[src/design/bpe_pkg.sv]
// ----------------------------------------------------------------------------
// bpe_pkg: shared types and constants for the bicubic patch evaluator
// Beat layouts, coefficient store geometry, Horner step decode and
// output saturation.
// ----------------------------------------------------------------------------
package bpe_pkg;

   // Grid and store geometry
   localparam int GRID_SQUARES_X1  = 4;
   localparam int GRID_SQUARES_X2  = 4;
   localparam int NUM_TABLES       = 4;
   localparam int COEFS_PER_SQUARE = 16;
   localparam int STORE_DEPTH      = NUM_TABLES * GRID_SQUARES_X1 * GRID_SQUARES_X2
                                     * COEFS_PER_SQUARE;
   localparam int STORE_AW         = $clog2(STORE_DEPTH);

   // Number formats
   localparam int COORD_W = 20;
   localparam int FRAC_W  = 16;
   localparam int COEF_W  = 32;
   localparam int ACC_W   = 40;

   // Horner sequence: thirteen steps per row, four rows
   localparam logic [3:0] LAST_STEP = 4'd12;
   localparam logic [1:0] FIRST_ROW = 2'd3;
   localparam logic [1:0] LAST_ROW  = 2'd0;

   // Operation codes
   localparam logic OP_WRITE = 1'b0;
   localparam logic OP_EVAL  = 1'b1;

   typedef struct packed {
      logic               operation;
      logic [1:0]         table_select;
      logic [1:0]         square_x1;
      logic [1:0]         square_x2;
      logic [3:0]         coef_index;
      logic signed [31:0] coef_value;
      logic [19:0]        x1_coord;
      logic [19:0]        x2_coord;
   } bpe_req_type;

   typedef struct packed {
      logic signed [31:0] value;
      logic signed [31:0] deriv_x1;
      logic signed [31:0] deriv_x2;
      logic               saturated;
   } bpe_rsp_type;

   // Accumulator selection
   typedef enum logic [1:0] {
      ACC_TMP = 2'd0,
      ACC_Y   = 2'd1,
      ACC_D1  = 2'd2,
      ACC_D2  = 2'd3
   } bpe_acc_sel_type;

   // Addend selection
   typedef enum logic [1:0] {
      ADD_COEF1 = 2'd0,
      ADD_COEF2 = 2'd1,
      ADD_COEF3 = 2'd2,
      ADD_TMP   = 2'd3
   } bpe_add_sel_type;

   // One multiply-add step: dst = ((src * f) >>> 16) + addend
   typedef struct packed {
      bpe_acc_sel_type src;
      logic            src_zero;
      logic            use_ft;
      bpe_add_sel_type add;
      bpe_acc_sel_type dst;
      logic [3:0]      coef_idx;
   } bpe_step_type;

   typedef struct packed {
      logic         valid;
      logic         clear;
      bpe_step_type step;
   } bpe_mac_ctl_type;

   // Start address of one square's coefficients
   function automatic logic [STORE_AW-1:0] store_base(input logic [1:0] tab,
                                                      input logic [3:0] s1,
                                                      input logic [3:0] s2);
      logic [31:0] idx;
      idx = ((32'(tab) * GRID_SQUARES_X1 + 32'(s1)) * GRID_SQUARES_X2 + 32'(s2))
            * COEFS_PER_SQUARE;
      return idx[STORE_AW-1:0];
   endfunction

   // Decode step j of row r
   function automatic bpe_step_type step_decode(input logic [3:0] j, input logic [1:0] r);
      bpe_step_type s;
      s.src      = ACC_TMP;
      s.src_zero = 1'b0;
      s.use_ft   = 1'b0;
      s.add      = ADD_COEF1;
      s.dst      = ACC_TMP;
      s.coef_idx = {r, 2'd3};
      case (j)
         4'd0: begin
            s.src_zero = 1'b1;
         end
         4'd1: begin
            s.coef_idx = {r, 2'd2};
         end
         4'd2: begin
            s.coef_idx = {r, 2'd1};
         end
         4'd3: begin
            s.coef_idx = {r, 2'd0};
         end
         4'd4: begin
            s.src    = ACC_Y;
            s.use_ft = 1'b1;
            s.add    = ADD_TMP;
            s.dst    = ACC_Y;
         end
         4'd5: begin
            s.src_zero = 1'b1;
            s.add      = ADD_COEF3;
         end
         4'd6: begin
            s.add      = ADD_COEF2;
            s.coef_idx = {r, 2'd2};
         end
         4'd7: begin
            s.coef_idx = {r, 2'd1};
         end
         4'd8: begin
            s.src    = ACC_D2;
            s.use_ft = 1'b1;
            s.add    = ADD_TMP;
            s.dst    = ACC_D2;
         end
         4'd9: begin
            s.src_zero = 1'b1;
            s.add      = ADD_COEF3;
            s.coef_idx = {2'd3, r};
         end
         4'd10: begin
            s.use_ft   = 1'b1;
            s.add      = ADD_COEF2;
            s.coef_idx = {2'd2, r};
         end
         4'd11: begin
            s.use_ft   = 1'b1;
            s.coef_idx = {2'd1, r};
         end
         4'd12: begin
            s.src = ACC_D1;
            s.add = ADD_TMP;
            s.dst = ACC_D1;
         end
         default: begin
            s.src_zero = 1'b1;
         end
      endcase
      return s;
   endfunction

   // Clip to signed 32 bits; bit 32 flags a clip
   function automatic logic [32:0] sat32(input logic signed [ACC_W-1:0] v);
      logic signed [ACC_W-1:0] hi;
      logic signed [ACC_W-1:0] lo;
      hi = ACC_W'(64'sd2147483647);
      lo = -ACC_W'(64'sd2147483648);
      if (v > hi) begin
         return {1'b1, 32'h7FFF_FFFF};
      end else if (v < lo) begin
         return {1'b1, 32'h8000_0000};
      end
      return {1'b0, v[31:0]};
   endfunction

endpackage

[src/design/bpe_mac.sv]
// ----------------------------------------------------------------------------
// bpe_mac: shared multiply-add unit with Horner accumulators
// Each step scales one accumulator by t or u in Q.16, floors, and adds a
// scaled coefficient or the temporary partial sum.
// ----------------------------------------------------------------------------
module bpe_mac import bpe_pkg::*; (
   input  logic                    clock,
   input  bpe_mac_ctl_type         ctl,
   input  logic signed [COEF_W-1:0] coef,
   input  logic [FRAC_W-1:0]       ft,
   input  logic [FRAC_W-1:0]       fu,
   output logic signed [ACC_W-1:0] acc_y,
   output logic signed [ACC_W-1:0] acc_d1,
   output logic signed [ACC_W-1:0] acc_d2
);

   localparam int PROD_W = ACC_W + FRAC_W + 1;

   logic signed [ACC_W-1:0]  tmp_ff, y_ff, d1_ff, d2_ff;
   logic signed [ACC_W-1:0]  mul_a;
   logic [FRAC_W-1:0]        mul_f;
   logic signed [PROD_W-1:0] prod;
   logic signed [ACC_W-1:0]  scaled;
   logic signed [ACC_W-1:0]  coef_ext;
   logic signed [ACC_W-1:0]  addend;
   logic signed [ACC_W-1:0]  sum;

   // Select multiplicand and fraction
   always_comb begin
      case (ctl.step.src)
         ACC_TMP: mul_a = tmp_ff;
         ACC_Y:   mul_a = y_ff;
         ACC_D1:  mul_a = d1_ff;
         ACC_D2:  mul_a = d2_ff;
         default: mul_a = tmp_ff;
      endcase
      if (ctl.step.src_zero) begin
         mul_a = '0;
      end
      mul_f = ctl.step.use_ft ? ft : fu;
   end

   // Multiply and floor by arithmetic shift
   assign prod   = mul_a * $signed({1'b0, mul_f});
   assign scaled = ACC_W'(prod >>> FRAC_W);

   // Select addend: coefficient times one, two or three, or the partial sum
   assign coef_ext = ACC_W'(coef);
   always_comb begin
      case (ctl.step.add)
         ADD_COEF1: addend = coef_ext;
         ADD_COEF2: addend = coef_ext <<< 1;
         ADD_COEF3: addend = coef_ext + (coef_ext <<< 1);
         ADD_TMP:   addend = tmp_ff;
         default:   addend = coef_ext;
      endcase
   end

   assign sum = scaled + addend;

   // Clear the result accumulators, or update the destination accumulator
   always_ff @(posedge clock) begin
      if (ctl.clear) begin
         y_ff  <= '0;
         d1_ff <= '0;
         d2_ff <= '0;
      end else if (ctl.valid) begin
         case (ctl.step.dst)
            ACC_TMP: tmp_ff <= sum;
            ACC_Y:   y_ff   <= sum;
            ACC_D1:  d1_ff  <= sum;
            ACC_D2:  d2_ff  <= sum;
            default: tmp_ff <= sum;
         endcase
      end
   end

   assign acc_y  = y_ff;
   assign acc_d1 = d1_ff;
   assign acc_d2 = d2_ff;

endmodule
[config.mk]
export PLATFORM = sky130hd
export DESIGN_NAME = bpe_mac
export DESIGN_NICKNAME = d
export VERILOG_FILES = /design/src/design/bpe_pkg.sv /design/src/design/bpe_mac.sv
export SDC_FILE = /design/constraint.sdc
export NUM_CORES = 2
export LEC_CHECK = 0
export ABC_AREA = 1
export BUFFER_PORTS_ARGS = -buffer_cell sky130_fd_sc_hd__buf_2
export CORE_MARGIN = 1.5
export CORE_UTILIZATION = 65
export DETAILED_ROUTE_END_ITERATION = 6
export PLACE_DENSITY = 0.86
export SYNTH_ARGS = -nofsm -noshare
export SYNTH_HDL_FRONTEND = slang
export SYNTH_SLANG_ARGS = --single-unit
[constraint.sdc]
create_clock -name clock -period 10.9 [get_ports clock]
set_clock_uncertainty 0.15 [all_clocks]
set_input_delay 2.725 -clock clock [delete_from_list [all_inputs] [get_ports clock]]
set_output_delay 2.725 -clock clock [all_outputs]
set_load 0.005 [all_outputs]
Yosys cells after proc, flatten, opt, wreduce, memory -nomap -nowiden

Index checks and enable logic that the tools add are counted.

Add/subtract/negate cells: 2
$mul: 1
Equality and inequality tests: 9
Mux-type cells: 4
Bitwise logic cells: 1
Reductions and logical operators: 7

Operators by type and width:

| kind               | count |
|---|---|
| $pmux 40 s4        | 2 |
| $mul 40x17->56     | 1 |
| $add 40x40->40     | 1 |
| $mux 40            | 1 |
| $add 32x33->34     | 1 |
| $mux 16            | 1 |
| $eq 2x2->1 const B | 6 |
| $eq 2x1->1 const B | 3 |
| $logic_not 2->1    | 3 |
| $reduce_and 2->1   | 3 |
| $reduce_and 3->1   | 1 |
| $not 1->1          | 1 |

Bits in registers: 160
Bits of input ports: 79
Output and inout port bits: 120
Logic and storage cells: 28

Depth between registers and ports, before layout

Word-level depth: 5
Mapped depth: 49
Depth with buffers taken out: 46

Worst setup path before layout

No wires, ideal clock.

Path kind: input to register
From: input ctl[10] (netlist bit)
To: register d1_ff[25] (netlist: acc_d1[25])
Setup time: 115 ps
Data arrival time: 9928 ps
Required time: 10635 ps
Slack: 707 ps
Stages on the path: 37
Path buffers: 3
Path through: buf_2 -> nor2_2 -> inv_2 -> buf_2 -> o221ai_1 -> nand2_1 -> inv_1 -> buf_2 -> nand2_1 -> fa_1 -> fa_1 -> inv_1 -> fa_1 -> inv_1 -> fa_1 -> fa_1 -> fa_1 -> inv_1 -> ha_1 -> nand2_1 -> nor2_1 -> nand2_1 -> o21ai_0 -> nand3_1 -> nand2_1 -> a21oi_1 -> xnor2_1 -> ha_1 -> a21o_1 -> a31oi_1 -> a21boi_1 -> nand3_1 -> nand2_1 -> nand2_1 -> xor2_2 -> o21ai_0 -> inv_1

Cells in the longest elaborated chain, start to end: 5

RTL lines:

| what                                     | RTL line      | text |
|---|---|---|
| from (decl)                              | bpe_mac.sv:8  | `input bpe_mac_ctl_type ctl,` |
| $eq 2x2->1, or another cell as far along | bpe_mac.sv:30 | `case (ctl.step.src)` |
| $pmux 40 s4 (*)                          | bpe_mac.sv:30 |  |
| $mux 40 (*)                              | bpe_mac.sv:37 | `if (ctl.step.src_zero) begin` |
| $mul 40x17->56 (*)                       | bpe_mac.sv:44 | `assign prod = mul_a * $signed({1'b0, mul_f});` |
| $add 40x40->40 (*)                       | bpe_mac.sv:59 | `assign sum = scaled + addend;` |
| via sum[25]                              | bpe_mac.sv:26 | `logic signed [ACC_W-1:0] sum;` |
| to (signal assigned)                     | bpe_mac.sv:71 | `ACC_D1: d1_ff <= sum;` |
| to (decl)                                | bpe_mac.sv:19 | `logic signed [ACC_W-1:0] tmp_ff, y_ff, d1_ff, d2_ff;` |

The timed path passes the listed nets; every way through them passes the cells marked *.
A chain may end at the register's enable or synchronous reset.

Worst setup path in the final report

From: input ctl[10] (netlist bit)
To: register y_ff[33] (netlist: acc_y[33])

Cells in the longest elaborated chain, start to end: 5

RTL lines:

| what                                     | RTL line      | text |
|---|---|---|
| $eq 2x2->1, or another cell as far along | bpe_mac.sv:30 |  |
| $pmux 40 s4 (*)                          | bpe_mac.sv:30 |  |
| $mux 40 (*)                              | bpe_mac.sv:37 |  |
| $mul 40x17->56 (*)                       | bpe_mac.sv:44 |  |
| $add 40x40->40 (*)                       | bpe_mac.sv:59 |  |
| via sum[33]                              | bpe_mac.sv:26 |  |
| to (signal assigned)                     | bpe_mac.sv:70 | `ACC_Y: y_ff <= sum;` |
| to (decl)                                | bpe_mac.sv:19 |  |

Marks and branches as above.

==> results_dict.tcl <==
set metrics [dict create \
    outcome "finished, violations left" \
    violations "DRC, setup timing" \
    rsz0062_at_grt "true" \
    cp-startpoint "ctl[10]" \
    ant_nets 0 \
    grt_antenna_before_repair 11 \
    period_minus_slack_ps 11530 \
    cts_tree "done" \
    cts_max_level 4 \
    critical-path-max-stage-delay_ps 830 \
    fmax_mhz 86.7 \
    tightestPinTransition_ps 1200 \
    grt_pass1_wl_um 197000 \
    avgSynthCellArea_um2 7.32 \
    fillers 3001 \
    placed_cells 6025 \
    rr_startpoint "acc_d2[19]" \
    hp-start "acc_y[0]" \
    hold_viol_final 0 \
    async_reset_ff_share_pct 0 \
    vias 38300 \
    grt_max_degree 75 \
    grt_pass1_vias 36200 \
    max-cap-violations 0 \
    endpoint_kind "flop" \
    worst_path_max_delay_cell "fa_2" \
    cts_root_buf "clkbuf_16" \
    post-route-period-util_pct 106 \
    rows 84 \
    setup_viol_count_final 106 \
    area_delta_synth_final_pct 25.8 \
    finalNetCount 6271 \
    wl_per_cell_um 24.4 \
    finalWirelength_um 149000 \
    dr.first_iter.drc_count 6273 \
    final_cells 6103 \
    die_width_um 233 \
    yosysWarningCount 0 \
    start_util_pct 65.6 \
    drive_above_1_share_pct 23.8 \
    min-delay-path-class "reg2reg" \
    timing.final.ws_setup_ps -634 \
    crit_required_ps 11080 \
    grt.overflow.total 0 \
    worstSetupPathType "in2reg" \
    crit_fanout 11 \
    critPathArrivalTime_ps 11720 \
    die-area_um2 54500 \
    io_buffers 194 \
    synthCells 4712 \
    drt_pre_antenna_iters 7 \
    finalMaxSlewViolations 0 \
    place_hpwl_um 106000 \
    syn-num-nets 5585 \
    ys_seq_elements 160 \
    utilization_pct 82.6 \
    yosysSeqAreaShare_pct 10.4 \
    grt_usage_pct 48.4 \
    cts.sinks 160 \
    clkTransAtPathRegs_ps 70 \
    coreArea_um2 52600 \
    finalSetupTns_ps -40270 \
    place.gp.congestion 1.05 \
    crit_top_cell "inv_1" \
    synth_ff_type "dfxtp_1" \
    clk_path_buf_depth 2 \
    die_y_um 233 \
    maxSlewHeadroom_pct 19.3 \
    cts_made_buffers 17 \
    hold_buffers 0 \
    synth.cell_area_um2 34500 \
    io_pins 199 \
    synth_cell_types 51 \
    synth_edf_count 40 \
    clock_latency_ps 450 \
    cp-start-kind "primary input" \
    vias_per_cell 6.27 \
    drcViolationCount 135 \
]
cell type report:
type	count	area, um^2	share of cell area, %
tap	688	861	1.98
multi-input combinational	3184	27500	63.4
sequential	160	3600	8.30
clock buffer	18	429	0.989
antenna	4	10.0	0.0231
timing repair buffer	833	6260	14.4
inverter	1201	4570	10.5
timing repair inverter	1	7.51	0.0173
clock inverter	14	130	0.300
logic make-up (layout without fill, tap and decap cells):
| logic type | Yosys count | count (layout) | synth area share [%] |
|---|---|---|---|
| simple gates | 1531 | 1531 | 17.8 |
| flops | 160 | 160 | 10.4 |
| xor+xnor | 73 | 73 | 2.07 |
| fa+ha+maj | 794 | 794 | 41.8 |
| other cells | 0 | 4 | 0 |
| buf+inv | 1368 | 2067 | 15.0 |
| mux | 1 | 1 | 0.0326 |
| compound gates | 785 | 785 | 12.9 |
synth_stat cells, types with 2 or more instances:
| library cell | count | area share (%) |
|---|---|---|
| o211a_1 | 2 | 0.058 |
| nand3b_1 | 6 | 0.13 |
| dfxtp_1 | 120 | 7.0 |
| a21oi_1 | 280 | 4.1 |
| nand2_2 | 8 | 0.15 |
| o21bai_1 | 59 | 1.3 |
| xor2_2 | 10 | 0.47 |
| nand3_2 | 8 | 0.23 |
| a21o_1 | 17 | 0.37 |
| nor3_2 | 9 | 0.26 |
| ha_1 | 198 | 7.2 |
| inv_2 | 12 | 0.13 |
| nand4_1 | 9 | 0.16 |
| o21ai_1 | 21 | 0.30 |
| nand3_1 | 87 | 1.3 |
| a21boi_1 | 3 | 0.065 |
| xor2_1 | 39 | 0.99 |
| buf_1 | 6 | 0.065 |
| nor2_2 | 7 | 0.13 |
| edfxtp_1 | 40 | 3.5 |
| inv_1 | 1180 | 13 |
| or2_2 | 4 | 0.073 |
| nor2_1 | 479 | 5.2 |
| nor3_1 | 22 | 0.32 |
| fa_1 | 596 | 35 |
| clkbuf_1 | 120 | 1.3 |
| o211ai_1 | 3 | 0.065 |
| clkinv_1 | 9 | 0.098 |
| a21boi_0 | 7 | 0.15 |
| nand2_1 | 876 | 9.5 |
| a21oi_2 | 2 | 0.051 |
| a221oi_1 | 5 | 0.13 |
| buf_2 | 40 | 0.58 |
| xnor2_1 | 24 | 0.61 |
| a31oi_1 | 35 | 0.63 |
| o21a_1 | 6 | 0.13 |
| o221ai_1 | 37 | 0.94 |
| and3_1 | 9 | 0.16 |
| nor4_1 | 5 | 0.091 |
| o21ai_0 | 301 | 4.4 |
state kept, by name, summed over array words and instances, names as in the netlist:
signal,count
acc_y,40
acc_d2,40
tmp_ff,40
acc_d1,40
critical path, delay by kind of cell:
kind | cells | cell delay [ps]
buffers and inverters | 14 | 1710
and+or+nand+nor | 6 | 700
AOI/OAI and AO/OA | 10 | 1940
xor gates and xnor gates | 2 | 380
adders and majority gates | 8 | 4210
metal layers:
| metal | GRT usage, % | wire length [um] |
|---|---|---|
| met2 | 72.4 | 61400 |
| met1 | 59.6 | 45800 |
| met5 | 0 | 751 |
| met4 | 32.8 | 15800 |
| met3 | 15.9 | 25300 |
cells in the final DEF, fill, tap and decap left out, drive strengths merged, types with 60 or more instances in the layout:
master | synthesis | layout
dfxtp | 120 | 120
buf | 46 | 833
o21bai | 60 | 60
a21oi | 283 | 283
o21ai | 323 | 323
fa | 596 | 596
ha | 198 | 198
nand2 | 884 | 884
inv | 1192 | 1193
nand3 | 95 | 95
nor2 | 486 | 486
per-stage QoR:
step / setup WS, ps / instance area (um^2) / hold slack (ps)
floorplan: 707 / 34500 / 310
global placement: -568 / 40500 / 302
detailed placement: -707 / 40500 / 319
CTS: 0.571 / 41300 / 341
global route: -640 / 43400 / 401
finish: -634 / 43400 / 370
what timing repair did:
item,in CTS,in global routing
cloned,0,3
setup endpoints to repair,108,135
setup buffers,2,37
gates resized for setup,53,431
pin swaps,2,144
path summary, 6_finish.rpt:
check / to / slack (ps) / cells past startpoint
worst max-delay path: acc_y[33] / -630 / 40
worst min-delay path: acc_y[0] / 370 / 2
worst max register to register: acc_y[33] / 1770 / 37
worst min register to register: acc_y[0] / 370 / 2
Power is not shown: default switching activity piles up to over one toggle a cycle in this logic, so the estimate is an artifact.
